## src/rtl/core/u2f_pkg.sv

```systemverilog
// u2f_pkg: shared types, constants and the fibonacci term table for the
// utf-8 to fibonacci-code transcoder; no dependencies
package u2f_pkg;

  localparam int FIB_TERMS  = 29;
  localparam int CP_W       = 21;
  localparam int TASK_DEPTH = 2;
  localparam int OUT_DEPTH  = 2;
  localparam int ZSTEPS     = 4;

  localparam logic [CP_W-1:0] CP_MAX = 21'h10FFFF;

  localparam logic [7:0] ASCII_LO = 8'h00;
  localparam logic [7:0] ASCII_HI = 8'h7F;
  localparam logic [7:0] CONT_LO  = 8'h80;
  localparam logic [7:0] CONT_HI  = 8'hBF;
  localparam logic [7:0] LEAD2_LO = 8'hC0;
  localparam logic [7:0] LEAD2_HI = 8'hDF;
  localparam logic [7:0] LEAD3_LO = 8'hE0;
  localparam logic [7:0] LEAD3_HI = 8'hEF;
  localparam logic [7:0] LEAD4_LO = 8'hF0;
  localparam logic [7:0] LEAD4_HI = 8'hF7;
  localparam logic [1:0] CONT_TAG = 2'b10;

  localparam logic [1:0] CLS_1B = 2'd0;
  localparam logic [1:0] CLS_2B = 2'd1;
  localparam logic [1:0] CLS_3B = 2'd2;
  localparam logic [1:0] CLS_4B = 2'd3;

  function automatic longint fib_val(int n);
    longint a;
    longint b;
    longint t;
    a = 1;
    b = 2;
    for (int k = 0; k < n; k++) begin
      t = a + b;
      a = b;
      b = t;
    end
    return a;
  endfunction

  localparam int FIB_W  = $clog2(fib_val(FIB_TERMS - 1) + 1);
  localparam int VW     = (FIB_W > CP_W) ? FIB_W : CP_W;
  localparam int IDX_W  = $clog2(FIB_TERMS);
  localparam int CODE_W = FIB_TERMS + 1;
  localparam int LEN_W  = $clog2(CODE_W + 1);

  typedef logic [FIB_W-1:0] fib_tab_t [FIB_TERMS];
  typedef logic signed [IDX_W:0] idx_t;

  function automatic fib_tab_t fib_build();
    fib_tab_t t;
    for (int k = 0; k < FIB_TERMS; k++) begin
      t[k] = FIB_W'(fib_val(k));
    end
    return t;
  endfunction

  localparam fib_tab_t FIB_TAB = fib_build();

  // highest term not above the largest value a sequence length can give
  function automatic int fib_start(longint maxv);
    int r;
    r = 0;
    for (int k = 0; k < FIB_TERMS; k++) begin
      if (fib_val(k) <= maxv) r = k;
    end
    return r;
  endfunction

  localparam int START1 = fib_start(128);
  localparam int START2 = fib_start(2048);
  localparam int START3 = fib_start(65536);
  localparam int START4 = fib_start(longint'(CP_MAX) + 1);

  function automatic idx_t start_idx(logic [1:0] cls);
    idx_t r;
    unique case (cls)
      CLS_1B:  r = idx_t'(START1);
      CLS_2B:  r = idx_t'(START2);
      CLS_3B:  r = idx_t'(START3);
      CLS_4B:  r = idx_t'(START4);
      default: r = idx_t'(START4);
    endcase
    return r;
  endfunction

  typedef struct packed {
    logic            err;
    logic            last;
    logic [1:0]      cls;
    logic [CP_W-1:0] cp;
  } job_t;

  typedef struct packed {
    logic              err;
    logic              last;
    logic [CODE_W-1:0] code;
    logic [LEN_W-1:0]  len;
  } hand_t;

  typedef struct packed {
    logic [7:0] data;
    logic       last;
    logic       err;
  } res_t;

endpackage

```

## src/rtl/core/utf8_to_fibonacci_transcoder_top.sv

```systemverilog
// utf8_to_fibonacci_transcoder_top: utf-8 decoder front, job queue, zeckendorf
// search, byte packer and result queue; depends on u2f_pkg and all u2f modules
//
//   channel  direction  handshake         request fields
//   input    in         push / full       in_byte, in_last
//   result   out        empty / pop       out_byte, out_last, out_error
//
// the front takes one byte per cycle while the job queue has room
// the search tests four fibonacci terms at a time, from the top term that the sequence
// length allows, and hands each finished codeword to the packer, which packs it into bytes
// search and packing overlap, so the next code point is searched while the last is packed
// reset is synchronous, active low, and empties every queue
// a stalled result queue backs up through the packer and search to full
module utf8_to_fibonacci_transcoder_top #(
  parameter int TASK_DEPTH = u2f_pkg::TASK_DEPTH,
  parameter int OUT_DEPTH  = u2f_pkg::OUT_DEPTH
) (
  input  logic       clk,
  input  logic       rst_n,
  input  logic       push,
  input  logic [7:0] in_byte,
  input  logic       in_last,
  output logic       full,
  output logic       empty,
  input  logic       pop,
  output logic [7:0] out_byte,
  output logic       out_last,
  output logic       out_error
);
  import u2f_pkg::*;

  logic  job_push;
  logic  job_full;
  logic  job_pop;
  logic  job_empty;
  job_t  job_in;
  job_t  job_out;
  logic  hand_valid;
  logic  hand_pop;
  hand_t hand_data;
  logic  res_push;
  logic  res_full;
  res_t  res_in;
  res_t  res_out;

  assign full = job_full;

  u2f_front u_front (
    .clk      (clk),
    .rst_n    (rst_n),
    .push     (push),
    .in_byte  (in_byte),
    .in_last  (in_last),
    .job_full (job_full),
    .job_push (job_push),
    .job_data (job_in)
  );

  u2f_fifo #(
    .WIDTH ($bits(job_t)),
    .DEPTH (TASK_DEPTH)
  ) u_job_q (
    .clk   (clk),
    .rst_n (rst_n),
    .push  (job_push),
    .wdata (job_in),
    .full  (job_full),
    .pop   (job_pop),
    .rdata (job_out),
    .empty (job_empty)
  );

  u2f_zeck u_zeck (
    .clk        (clk),
    .rst_n      (rst_n),
    .job_valid  (!job_empty),
    .job_data   (job_out),
    .job_pop    (job_pop),
    .hand_valid (hand_valid),
    .hand_data  (hand_data),
    .hand_pop   (hand_pop)
  );

  u2f_pack u_pack (
    .clk        (clk),
    .rst_n      (rst_n),
    .hand_valid (hand_valid),
    .hand_data  (hand_data),
    .hand_pop   (hand_pop),
    .res_full   (res_full),
    .res_push   (res_push),
    .res_data   (res_in)
  );

  u2f_fifo #(
    .WIDTH ($bits(res_t)),
    .DEPTH (OUT_DEPTH)
  ) u_res_q (
    .clk   (clk),
    .rst_n (rst_n),
    .push  (res_push),
    .wdata (res_in),
    .full  (res_full),
    .pop   (pop),
    .rdata (res_out),
    .empty (empty)
  );

  assign out_byte  = res_out.data;
  assign out_last  = res_out.last;
  assign out_error = res_out.err;

  a_res_no_overflow: assert property (@(posedge clk) disable iff (!rst_n)
    res_push |-> !res_full)
    else $error("packer wrote a result into a full queue");

  a_hand_hold: assert property (@(posedge clk) disable iff (!rst_n)
    hand_valid && !hand_pop |=> hand_valid)
    else $error("codeword dropped before the packer took it");

  a_job_pop: assert property (@(posedge clk) disable iff (!rst_n)
    job_pop |-> !job_empty)
    else $error("search took a job from an empty queue");

  a_reset_clear: assert property (@(posedge clk)
    !rst_n |=> empty && !full)
    else $error("queues not empty after reset");

endmodule

```

## src/rtl/core/u2f_fifo.sv

```systemverilog
// u2f_fifo: small register-based first-in first-out queue
// no package dependencies
module u2f_fifo #(
  parameter int WIDTH = 8,
  parameter int DEPTH = 2
) (
  input  logic             clk,
  input  logic             rst_n,
  input  logic             push,
  input  logic [WIDTH-1:0] wdata,
  output logic             full,
  input  logic             pop,
  output logic [WIDTH-1:0] rdata,
  output logic             empty
);

  localparam int AW = (DEPTH > 1) ? $clog2(DEPTH) : 1;
  localparam int CW = $clog2(DEPTH + 1);

  logic [WIDTH-1:0] mem [DEPTH];
  logic [AW-1:0]    wr_ptr_r, wr_ptr_nxt;
  logic [AW-1:0]    rd_ptr_r, rd_ptr_nxt;
  logic [CW-1:0]    cnt_r, cnt_nxt;
  logic             do_push;
  logic             do_pop;

  assign full    = (cnt_r == CW'(DEPTH));
  assign empty   = (cnt_r == '0);
  assign do_push = push && !full;
  assign do_pop  = pop && !empty;
  assign rdata   = mem[rd_ptr_r];

  always_comb begin
    wr_ptr_nxt = wr_ptr_r;
    rd_ptr_nxt = rd_ptr_r;
    cnt_nxt    = cnt_r;
    if (do_push) begin
      wr_ptr_nxt = (wr_ptr_r == AW'(DEPTH - 1)) ? '0 : wr_ptr_r + AW'(1);
    end
    if (do_pop) begin
      rd_ptr_nxt = (rd_ptr_r == AW'(DEPTH - 1)) ? '0 : rd_ptr_r + AW'(1);
    end
    if (do_push && !do_pop) begin
      cnt_nxt = cnt_r + CW'(1);
    end else if (do_pop && !do_push) begin
      cnt_nxt = cnt_r - CW'(1);
    end
  end

  always_ff @(posedge clk) begin
    if (do_push) begin
      mem[wr_ptr_r] <= wdata;
    end
  end

  always_ff @(posedge clk) begin
    if (!rst_n) begin
      wr_ptr_r <= '0;
      rd_ptr_r <= '0;
      cnt_r    <= '0;
    end else begin
      wr_ptr_r <= wr_ptr_nxt;
      rd_ptr_r <= rd_ptr_nxt;
      cnt_r    <= cnt_nxt;
    end
  end

endmodule

```

## src/rtl/core/u2f_front.sv

```systemverilog
// u2f_front: utf-8 sequence decoder, classifies each byte and queues one job
// per finished code point or error; depends on u2f_pkg
module u2f_front (
  input  logic          clk,
  input  logic          rst_n,
  input  logic          push,
  input  logic [7:0]    in_byte,
  input  logic          in_last,
  input  logic          job_full,
  output logic          job_push,
  output u2f_pkg::job_t job_data
);
  import u2f_pkg::*;

  logic [CP_W-1:0] acc_r, acc_nxt;
  logic [1:0]      need_r, need_nxt;
  logic [1:0]      cls_r, cls_nxt;
  logic            failed_r, failed_nxt;
  logic            take;
  logic            err;
  logic            done;

  assign take = push && !job_full;

  always_comb begin
    acc_nxt    = acc_r;
    need_nxt   = need_r;
    cls_nxt    = cls_r;
    failed_nxt = failed_r;
    err        = 1'b0;
    done       = 1'b0;
    job_push   = 1'b0;
    job_data   = '0;
    if (take) begin
      if (failed_r) begin
        // drop bytes until the end of the stream
        if (in_last) begin
          failed_nxt = 1'b0;
          need_nxt   = '0;
        end
      end else begin
        if (need_r == 2'd0) begin
          unique case (in_byte) inside
            [ASCII_LO:ASCII_HI]: begin
              acc_nxt = CP_W'(in_byte);
              cls_nxt = CLS_1B;
              done    = 1'b1;
            end
            [CONT_LO:CONT_HI]: begin
              err = 1'b1;
            end
            [LEAD2_LO:LEAD2_HI]: begin
              acc_nxt  = CP_W'(in_byte[4:0]);
              need_nxt = 2'd1;
              cls_nxt  = CLS_2B;
            end
            [LEAD3_LO:LEAD3_HI]: begin
              acc_nxt  = CP_W'(in_byte[3:0]);
              need_nxt = 2'd2;
              cls_nxt  = CLS_3B;
            end
            [LEAD4_LO:LEAD4_HI]: begin
              acc_nxt  = CP_W'(in_byte[2:0]);
              need_nxt = 2'd3;
              cls_nxt  = CLS_4B;
            end
            default: begin
              err = 1'b1;
            end
          endcase
        end else if (in_byte[7:6] == CONT_TAG) begin
          acc_nxt  = {acc_r[CP_W-7:0], in_byte[5:0]};
          need_nxt = need_r - 2'd1;
          done     = (need_r == 2'd1);
        end else begin
          err = 1'b1;
        end
        if (!err && done && (acc_nxt > CP_MAX)) err = 1'b1;
        if (!err && in_last && (need_nxt != 2'd0)) err = 1'b1;
        job_push      = err || done;
        job_data.err  = err;
        job_data.last = in_last;
        job_data.cls  = cls_nxt;
        job_data.cp   = acc_nxt;
        if (err) begin
          need_nxt   = '0;
          failed_nxt = !in_last;
        end
      end
    end
  end

  always_ff @(posedge clk) begin
    acc_r <= acc_nxt;
    cls_r <= cls_nxt;
  end

  always_ff @(posedge clk) begin
    if (!rst_n) begin
      need_r   <= '0;
      failed_r <= 1'b0;
    end else begin
      need_r   <= need_nxt;
      failed_r <= failed_nxt;
    end
  end

endmodule

```

## src/rtl/core/u2f_zeck.sv

```systemverilog
// u2f_zeck: greedy zeckendorf search, ZSTEPS terms per cycle from the top term
// a sequence length allows; holds the finished codeword; depends on u2f_pkg
module u2f_zeck (
  input  logic           clk,
  input  logic           rst_n,
  input  logic           job_valid,
  input  u2f_pkg::job_t  job_data,
  output logic           job_pop,
  output logic           hand_valid,
  output u2f_pkg::hand_t hand_data,
  input  logic           hand_pop
);
  import u2f_pkg::*;

  logic                 busy_r, busy_nxt;
  logic [VW-1:0]        v_r, v_nxt;
  idx_t                 idx_r, idx_nxt;
  logic [FIB_TERMS-1:0] sel_r, sel_nxt;
  logic [IDX_W-1:0]     top_r, top_nxt;
  logic                 topv_r, topv_nxt;
  logic                 last_r, last_nxt;
  logic                 err_r, err_nxt;
  logic                 hand_v_r, hand_v_nxt;
  hand_t                hand_r, hand_nxt;

  logic                 hand_free;
  logic                 finish;
  logic [VW-1:0]        v;
  idx_t                 i;
  logic [FIB_TERMS-1:0] sel;
  logic [IDX_W-1:0]     top;
  logic                 topv;
  logic [VW-1:0]        f;

  assign hand_valid = hand_v_r;
  assign hand_data  = hand_r;

  always_comb begin
    busy_nxt   = busy_r;
    v_nxt      = v_r;
    idx_nxt    = idx_r;
    sel_nxt    = sel_r;
    top_nxt    = top_r;
    topv_nxt   = topv_r;
    last_nxt   = last_r;
    err_nxt    = err_r;
    hand_v_nxt = hand_v_r;
    hand_nxt   = hand_r;

    hand_free = !hand_v_r || hand_pop;
    finish    = busy_r && idx_r[IDX_W] && hand_free;

    v    = v_r;
    i    = idx_r;
    sel  = sel_r;
    top  = top_r;
    topv = topv_r;
    f    = '0;
    for (int s = 0; s < ZSTEPS; s++) begin
      if (!i[IDX_W]) begin
        f = VW'(FIB_TAB[i[IDX_W-1:0]]);
        if (f <= v) begin
          v                  = v - f;
          sel[i[IDX_W-1:0]] = 1'b1;
          if (!topv) begin
            top  = i[IDX_W-1:0];
            topv = 1'b1;
          end
          i = i - idx_t'(2);
        end else begin
          i = i - idx_t'(1);
        end
      end
    end

    if (busy_r && !idx_r[IDX_W]) begin
      v_nxt    = v;
      idx_nxt  = i;
      sel_nxt  = sel;
      top_nxt  = top;
      topv_nxt = topv;
    end

    if (hand_pop) hand_v_nxt = 1'b0;

    if (finish) begin
      hand_v_nxt    = 1'b1;
      hand_nxt.err  = err_r;
      hand_nxt.last = last_r;
      hand_nxt.code = err_r ? '0 : (CODE_W'(sel_r) | (CODE_W'(1) << (top_r + 1)));
      hand_nxt.len  = err_r ? '0 : LEN_W'(top_r) + LEN_W'(2);
      busy_nxt      = 1'b0;
    end

    job_pop = job_valid && (!busy_r || finish);
    if (job_pop) begin
      busy_nxt = 1'b1;
      last_nxt = job_data.last;
      err_nxt  = job_data.err;
      v_nxt    = VW'(job_data.cp) + VW'(1);
      idx_nxt  = job_data.err ? '1 : start_idx(job_data.cls);
      sel_nxt  = '0;
      topv_nxt = 1'b0;
    end
  end

  always_ff @(posedge clk) begin
    v_r    <= v_nxt;
    idx_r  <= idx_nxt;
    sel_r  <= sel_nxt;
    top_r  <= top_nxt;
    topv_r <= topv_nxt;
    last_r <= last_nxt;
    err_r  <= err_nxt;
    hand_r <= hand_nxt;
  end

  always_ff @(posedge clk) begin
    if (!rst_n) begin
      busy_r   <= 1'b0;
      hand_v_r <= 1'b0;
    end else begin
      busy_r   <= busy_nxt;
      hand_v_r <= hand_v_nxt;
    end
  end

endmodule

```

## src/rtl/core/u2f_pack.sv

```systemverilog
// u2f_pack: packs codewords lsb first into bytes, up to eight bits a cycle unless
// a full byte stalls, and emits error and end-of-stream results; depends on u2f_pkg
module u2f_pack (
  input  logic           clk,
  input  logic           rst_n,
  input  logic           hand_valid,
  input  u2f_pkg::hand_t hand_data,
  output logic           hand_pop,
  input  logic           res_full,
  output logic           res_push,
  output u2f_pkg::res_t  res_data
);
  import u2f_pkg::*;

  logic              act_r, act_nxt;
  logic              err_r, err_nxt;
  logic              last_r, last_nxt;
  logic [CODE_W-1:0] code_r, code_nxt;
  logic [LEN_W-1:0]  rem_r, rem_nxt;
  logic [7:0]        pbits_r, pbits_nxt;
  logic [3:0]        pcnt_r, pcnt_nxt;

  logic              full_byte;
  logic [7:0]        base_bits;
  logic [3:0]        base_cnt;
  logic [3:0]        room;
  logic [3:0]        n;
  logic [7:0]        chunk;

  always_comb begin
    act_nxt   = act_r;
    err_nxt   = err_r;
    last_nxt  = last_r;
    code_nxt  = code_r;
    rem_nxt   = rem_r;
    pbits_nxt = pbits_r;
    pcnt_nxt  = pcnt_r;
    res_push  = 1'b0;
    res_data  = '0;

    // a full byte is held until the next bit or the end of the stream, or dropped on an error
    full_byte = (pcnt_r == 4'd8);
    base_bits = full_byte ? 8'h00 : pbits_r;
    base_cnt  = full_byte ? 4'd0 : pcnt_r;
    room      = 4'd8 - base_cnt;
    n         = (rem_r < LEN_W'(room)) ? 4'(rem_r) : room;
    chunk     = code_r[7:0] & (8'hFF >> (4'd8 - n));

    if (act_r) begin
      if (err_r) begin
        if (!res_full) begin
          res_push      = 1'b1;
          res_data.data = 8'h00;
          res_data.last = last_r;
          res_data.err  = 1'b1;
          pbits_nxt     = '0;
          pcnt_nxt      = '0;
          act_nxt       = 1'b0;
        end
      end else if (rem_r != '0) begin
        if (!full_byte || !res_full) begin
          if (full_byte) begin
            res_push      = 1'b1;
            res_data.data = pbits_r;
            res_data.last = 1'b0;
            res_data.err  = 1'b0;
          end
          pbits_nxt = base_bits | 8'(chunk << base_cnt);
          pcnt_nxt  = base_cnt + n;
          code_nxt  = code_r >> n;
          rem_nxt   = rem_r - LEN_W'(n);
          if ((rem_nxt == '0) && !last_r) act_nxt = 1'b0;
        end
      end else begin
        if (!res_full) begin
          res_push      = 1'b1;
          res_data.data = pbits_r;
          res_data.last = 1'b1;
          res_data.err  = 1'b0;
          pbits_nxt     = '0;
          pcnt_nxt      = '0;
          act_nxt       = 1'b0;
        end
      end
    end

    hand_pop = hand_valid && !act_nxt;
    if (hand_pop) begin
      act_nxt  = 1'b1;
      err_nxt  = hand_data.err;
      last_nxt = hand_data.last;
      code_nxt = hand_data.code;
      rem_nxt  = hand_data.len;
    end
  end

  always_ff @(posedge clk) begin
    err_r  <= err_nxt;
    last_r <= last_nxt;
    code_r <= code_nxt;
    rem_r  <= rem_nxt;
  end

  always_ff @(posedge clk) begin
    if (!rst_n) begin
      act_r   <= 1'b0;
      pbits_r <= '0;
      pcnt_r  <= '0;
    end else begin
      act_r   <= act_nxt;
      pbits_r <= pbits_nxt;
      pcnt_r  <= pcnt_nxt;
    end
  end

endmodule

```

## config.mk

```make
export PLATFORM = sky130hd
export DESIGN_NAME = utf8_to_fibonacci_transcoder_top
export DESIGN_NICKNAME = d
export VERILOG_FILES = /design/src/rtl/core/u2f_pkg.sv /design/src/rtl/core/utf8_to_fibonacci_transcoder_top.sv /design/src/rtl/core/u2f_fifo.sv /design/src/rtl/core/u2f_front.sv /design/src/rtl/core/u2f_zeck.sv /design/src/rtl/core/u2f_pack.sv
export SDC_FILE = /design/constraint.sdc
export NUM_CORES = 1
export LEC_CHECK = 0
export BUFFER_PORTS_ARGS = -buffer_cell sky130_fd_sc_hd__buf_2
export CORE_MARGIN = 2
export CORE_UTILIZATION = 61
export DETAILED_ROUTE_END_ITERATION = 10
export GPL_TIMING_DRIVEN = 0
export PLACE_DENSITY = 0.77
export SLEW_MARGIN = 5
export SYNTH_ARGS = -nofsm -noshare
export SYNTH_HDL_FRONTEND = slang
export SYNTH_HIERARCHICAL = 1
export SYNTH_SLANG_ARGS = --single-unit
```

## constraint.sdc

```tcl
create_clock -name clk -period 18.3 [get_ports clk]
set_input_delay 3.66 -clock clk [delete_from_list [all_inputs] [get_ports clk]]
set_output_delay 3.66 -clock clk [all_outputs]
set_load 0.1 [all_outputs]
```

==> flow_summary.toml <==
[finish]
antenna_cells = 0
finish.utilization_pct = 66.51
nets = 2798
drive_gt1_share_pct = 11.59
syn_to_final_growth_pct = 7.598
fin_area_um2 = 24290

[sta]
period_minus_slack_ns = 17.43
tns_ns = 0
rsz0062_at_grt = "no"
setup_viol = 0
drv_slew = 0
tightestPinTransition_ns = 1.195
max_slew_margin_pct = 20.36
fin_crit_sh_pct = 95.22
setup_slack_ns = 0.8742
fmax_mhz = 57.39
timing_hold_violations_final = 0
finClkSkew_ns = 0.01830

[critical_path]
crit_type = "reg2reg"
cp.required_ns = 18.59
timing.critical_path.from = "u_zeck/idx_r[0]"
r2r_cells = 67
r2r_setup_slack_ns = 0.87
start_kind = "flop"
cp.arrival_ns = 17.72
crit_path_top_delay_cell = "edfxtp_1"
path_common_cell = "o21ai_0"
crit_path_max_fanout = 13
slowest_delay_ns = 0.53
r2r_start = "u_zeck/idx_r[0]"
endpoint = "u_zeck/v_r[4]"
worst_r2r_endpoint = "u_zeck/v_r[4]"
critPathCaptureType = "flop"

[clocking]
cts.sinks = 259
cts_root_buffer = "clkbuf_16"
cts_tree = "yes"
numCtsBuffers = 27
worst_skew_pair.late_latency_ns = 0.55
clkTransAtPathRegs_ns = 0.06
htreeDepth = 1
clk_path_buf_depth = 3

[die]
row_count = 70
die_y_um = 196.4
die-area_um2 = 38570
io_pins = 25
core_region_area_um2 = 36520
initial_core_util_pct = 61.82
die_w_um = 196.4

[synthesis]
ys_async_sr_fraction_pct = 0
synth_enable_flop_cells = 201
syn_nets = 2738
yosys.cell_types.count = 121
yosys_warnings = 6
netlist.area_leader.share_pct = 26.73
synth_top_cell_by_area = "edfxtp_1"
synth-seq-cells = 259
ys_top_cells_by_area = "edfxtp_1, ha_1, dfxtp_1"
netlist_instances = 2568
synthFlopType = "edfxtp_1"
syn_area_um2 = 22580
seq_area_frac_synth_pct = 31.88
syn_area_per_cell_um2 = 8.792

[global_route]
first_global_vias = 19350
overflow = 0
grt_max_degree = 38
antenna_found_initial = 1
gr-usage-all-layers_pct = 35.37
grt_pass1_wl_mm = 107.7

[place]
hpwl_mm = 54.61
place_congestion = 1.030
place_area_um2 = 23310
port_buffers = 23
place_ws_ns = 0.5522

[outcome]
outcome = "completed"

[drt]
final_antenna_net_count = 0
vias = 20950
firstDrtPassIters = 8
vias_per_cell = 6.721
drc = 0
drtIter0Drc = 2816
finalWirelength_mm = 69.83
wl_per_cell_um = 22.40

[run]
cap_violations = 0

[worst_hold_path]
hold_path.class = "reg2reg"
placed cells by master, fill, tap and decap left out, types with 85 or more instances in the layout:
master | netlist | layout
mux2i_1 | 99 | 99
a21oi_1 | 210 | 210
edfxtp_1 | 201 | 201
inv_1 | 100 | 99
nand2_1 | 227 | 227
o21ai_0 | 167 | 167
mux2_2 | 88 | 88
ha_1 | 152 | 151
nor2_1 | 254 | 253
clkbuf_1 | 85 | 85
metal layers:
layer	GRT usage (%)	part of all wire (%)	routed length, um	vias up
li1	-	-	-	9669
met4	13.64	4.2	2929	0
met3	6.793	10	7274	199
met5	0	0	0	-
met2	53.86	43	29960	1223
met1	49.91	42	29670	9857
state kept, by name, summed over array words and instances, names as in the netlist, 2 cells and up, named ones only:
name              cells
u_zeck/v_r           21
u_pack/pcnt_r         4
u_front/acc_r        21
u_zeck/sel_r         29
u_pack/pbits_r        8
u_job_q/mem          50
u_zeck/top_r          5
u_res_q/cnt_r         2
u_res_q/mem          20
u_job_q/cnt_r         2
u_front/cls_r         2
u_pack/rem_r          5
u_zeck/idx_r          6
u_front/need_r        2
u_zeck/hand_data     37
u_pack/code_r        30
layout make-up:
| cell class | count | area, um^2 |
|---|---|---|
| Buffer | 136 | 681.9 |
| Clock buffer | 38 | 818.3 |
| Clock inverter | 12 | 76.32 |
| Fill cell | 3003 | 12230 |
| Inverter | 110 | 419.2 |
| Multi-Input combinational cell | 2062 | 14320 |
| Sequential cell | 259 | 7197 |
| Tap cell | 468 | 585.6 |
| Timing Repair Buffer | 32 | 197.7 |
logic make-up after synthesis:
kind of cell | after synthesis | share of synthesized area (%)
simple gates | 804 | 17.19
compound gates | 794 | 23.14
flops | 259 | 31.88
buf+inv | 247 | 4.877
mux | 207 | 10.07
fa+ha+maj | 158 | 8.912
xor+xnor | 99 | 3.940
Yosys cell counts (13+ instances only):
cell	number
o31ai_1	20
buf_2	25
a21o_1	51
xnor2_1	66
o221ai_1	15
o211ai_1	19
mux2_4	14
clkbuf_1	85
and2_1	48
nor2b_1	23
mux2i_1	99
and3_1	33
a31oi_1	52
nand2b_1	27
nor2_1	254
edfxtp_1	201
nand4_1	25
inv_1	100
o22ai_1	19
dfxtp_1	58
a21oi_1	210
o21a_1	22
nor3_1	35
ha_1	152
nand2_1	227
nand3_1	72
a21boi_0	20
o21ai_0	167
mux2_2	88
xor2_1	30
a32oi_1	13
a211oi_1	18
o21ai_1	29
critical path: cells and delay by family, from the launching register on:
family | cells | cell delay (ns)
mux | 3 | 1.09
compound gates | 34 | 7.73
buf+inv | 11 | 3.03
xor+xnor | 1 | 0.28
fa+ha+maj | 7 | 2.46
flops | 1 | 0.53
simple gates | 11 | 2.03
through the flow:
step                cells  hold WS, ns
floorplan            2568       0.4003
finish               3117       0.4180
CTS                  3111       0.4197
global route         3117       0.4312
detailed placement   3061       0.4052
global placement     3059       0.4096
worst min path at each step:
stage | start | endpoint | slack [ns] | depth (start not counted)
after floorplan | u_zeck/hand_data[36] | u_pack/err_r | 0.40 | 0
after global placement | u_zeck/last_r | u_zeck/hand_data[35] | 0.41 | 0
after detailed placement | u_zeck/last_r | u_zeck/hand_data[35] | 0.41 | 0
after CTS | u_zeck/last_r | u_zeck/hand_data[35] | 0.42 | 0
after global routing | u_zeck/last_r | u_zeck/hand_data[35] | 0.43 | 0
final | u_zeck/last_r | u_zeck/hand_data[35] | 0.42 | 0
what timing repair did:
| action | 4_1_cts | 5_1_grt |
|---|---|---|
| resized for setup | 0 | 10 |
| hold buffers | 0 | 0 |
| endpoints found under the setup margin | 0 | 49 |
| buffers inserted | 0 | 7 |
Power is left out: the tool's default activity adds up to more than one toggle a clock period on the data nets, which glitch-free logic cannot reach.
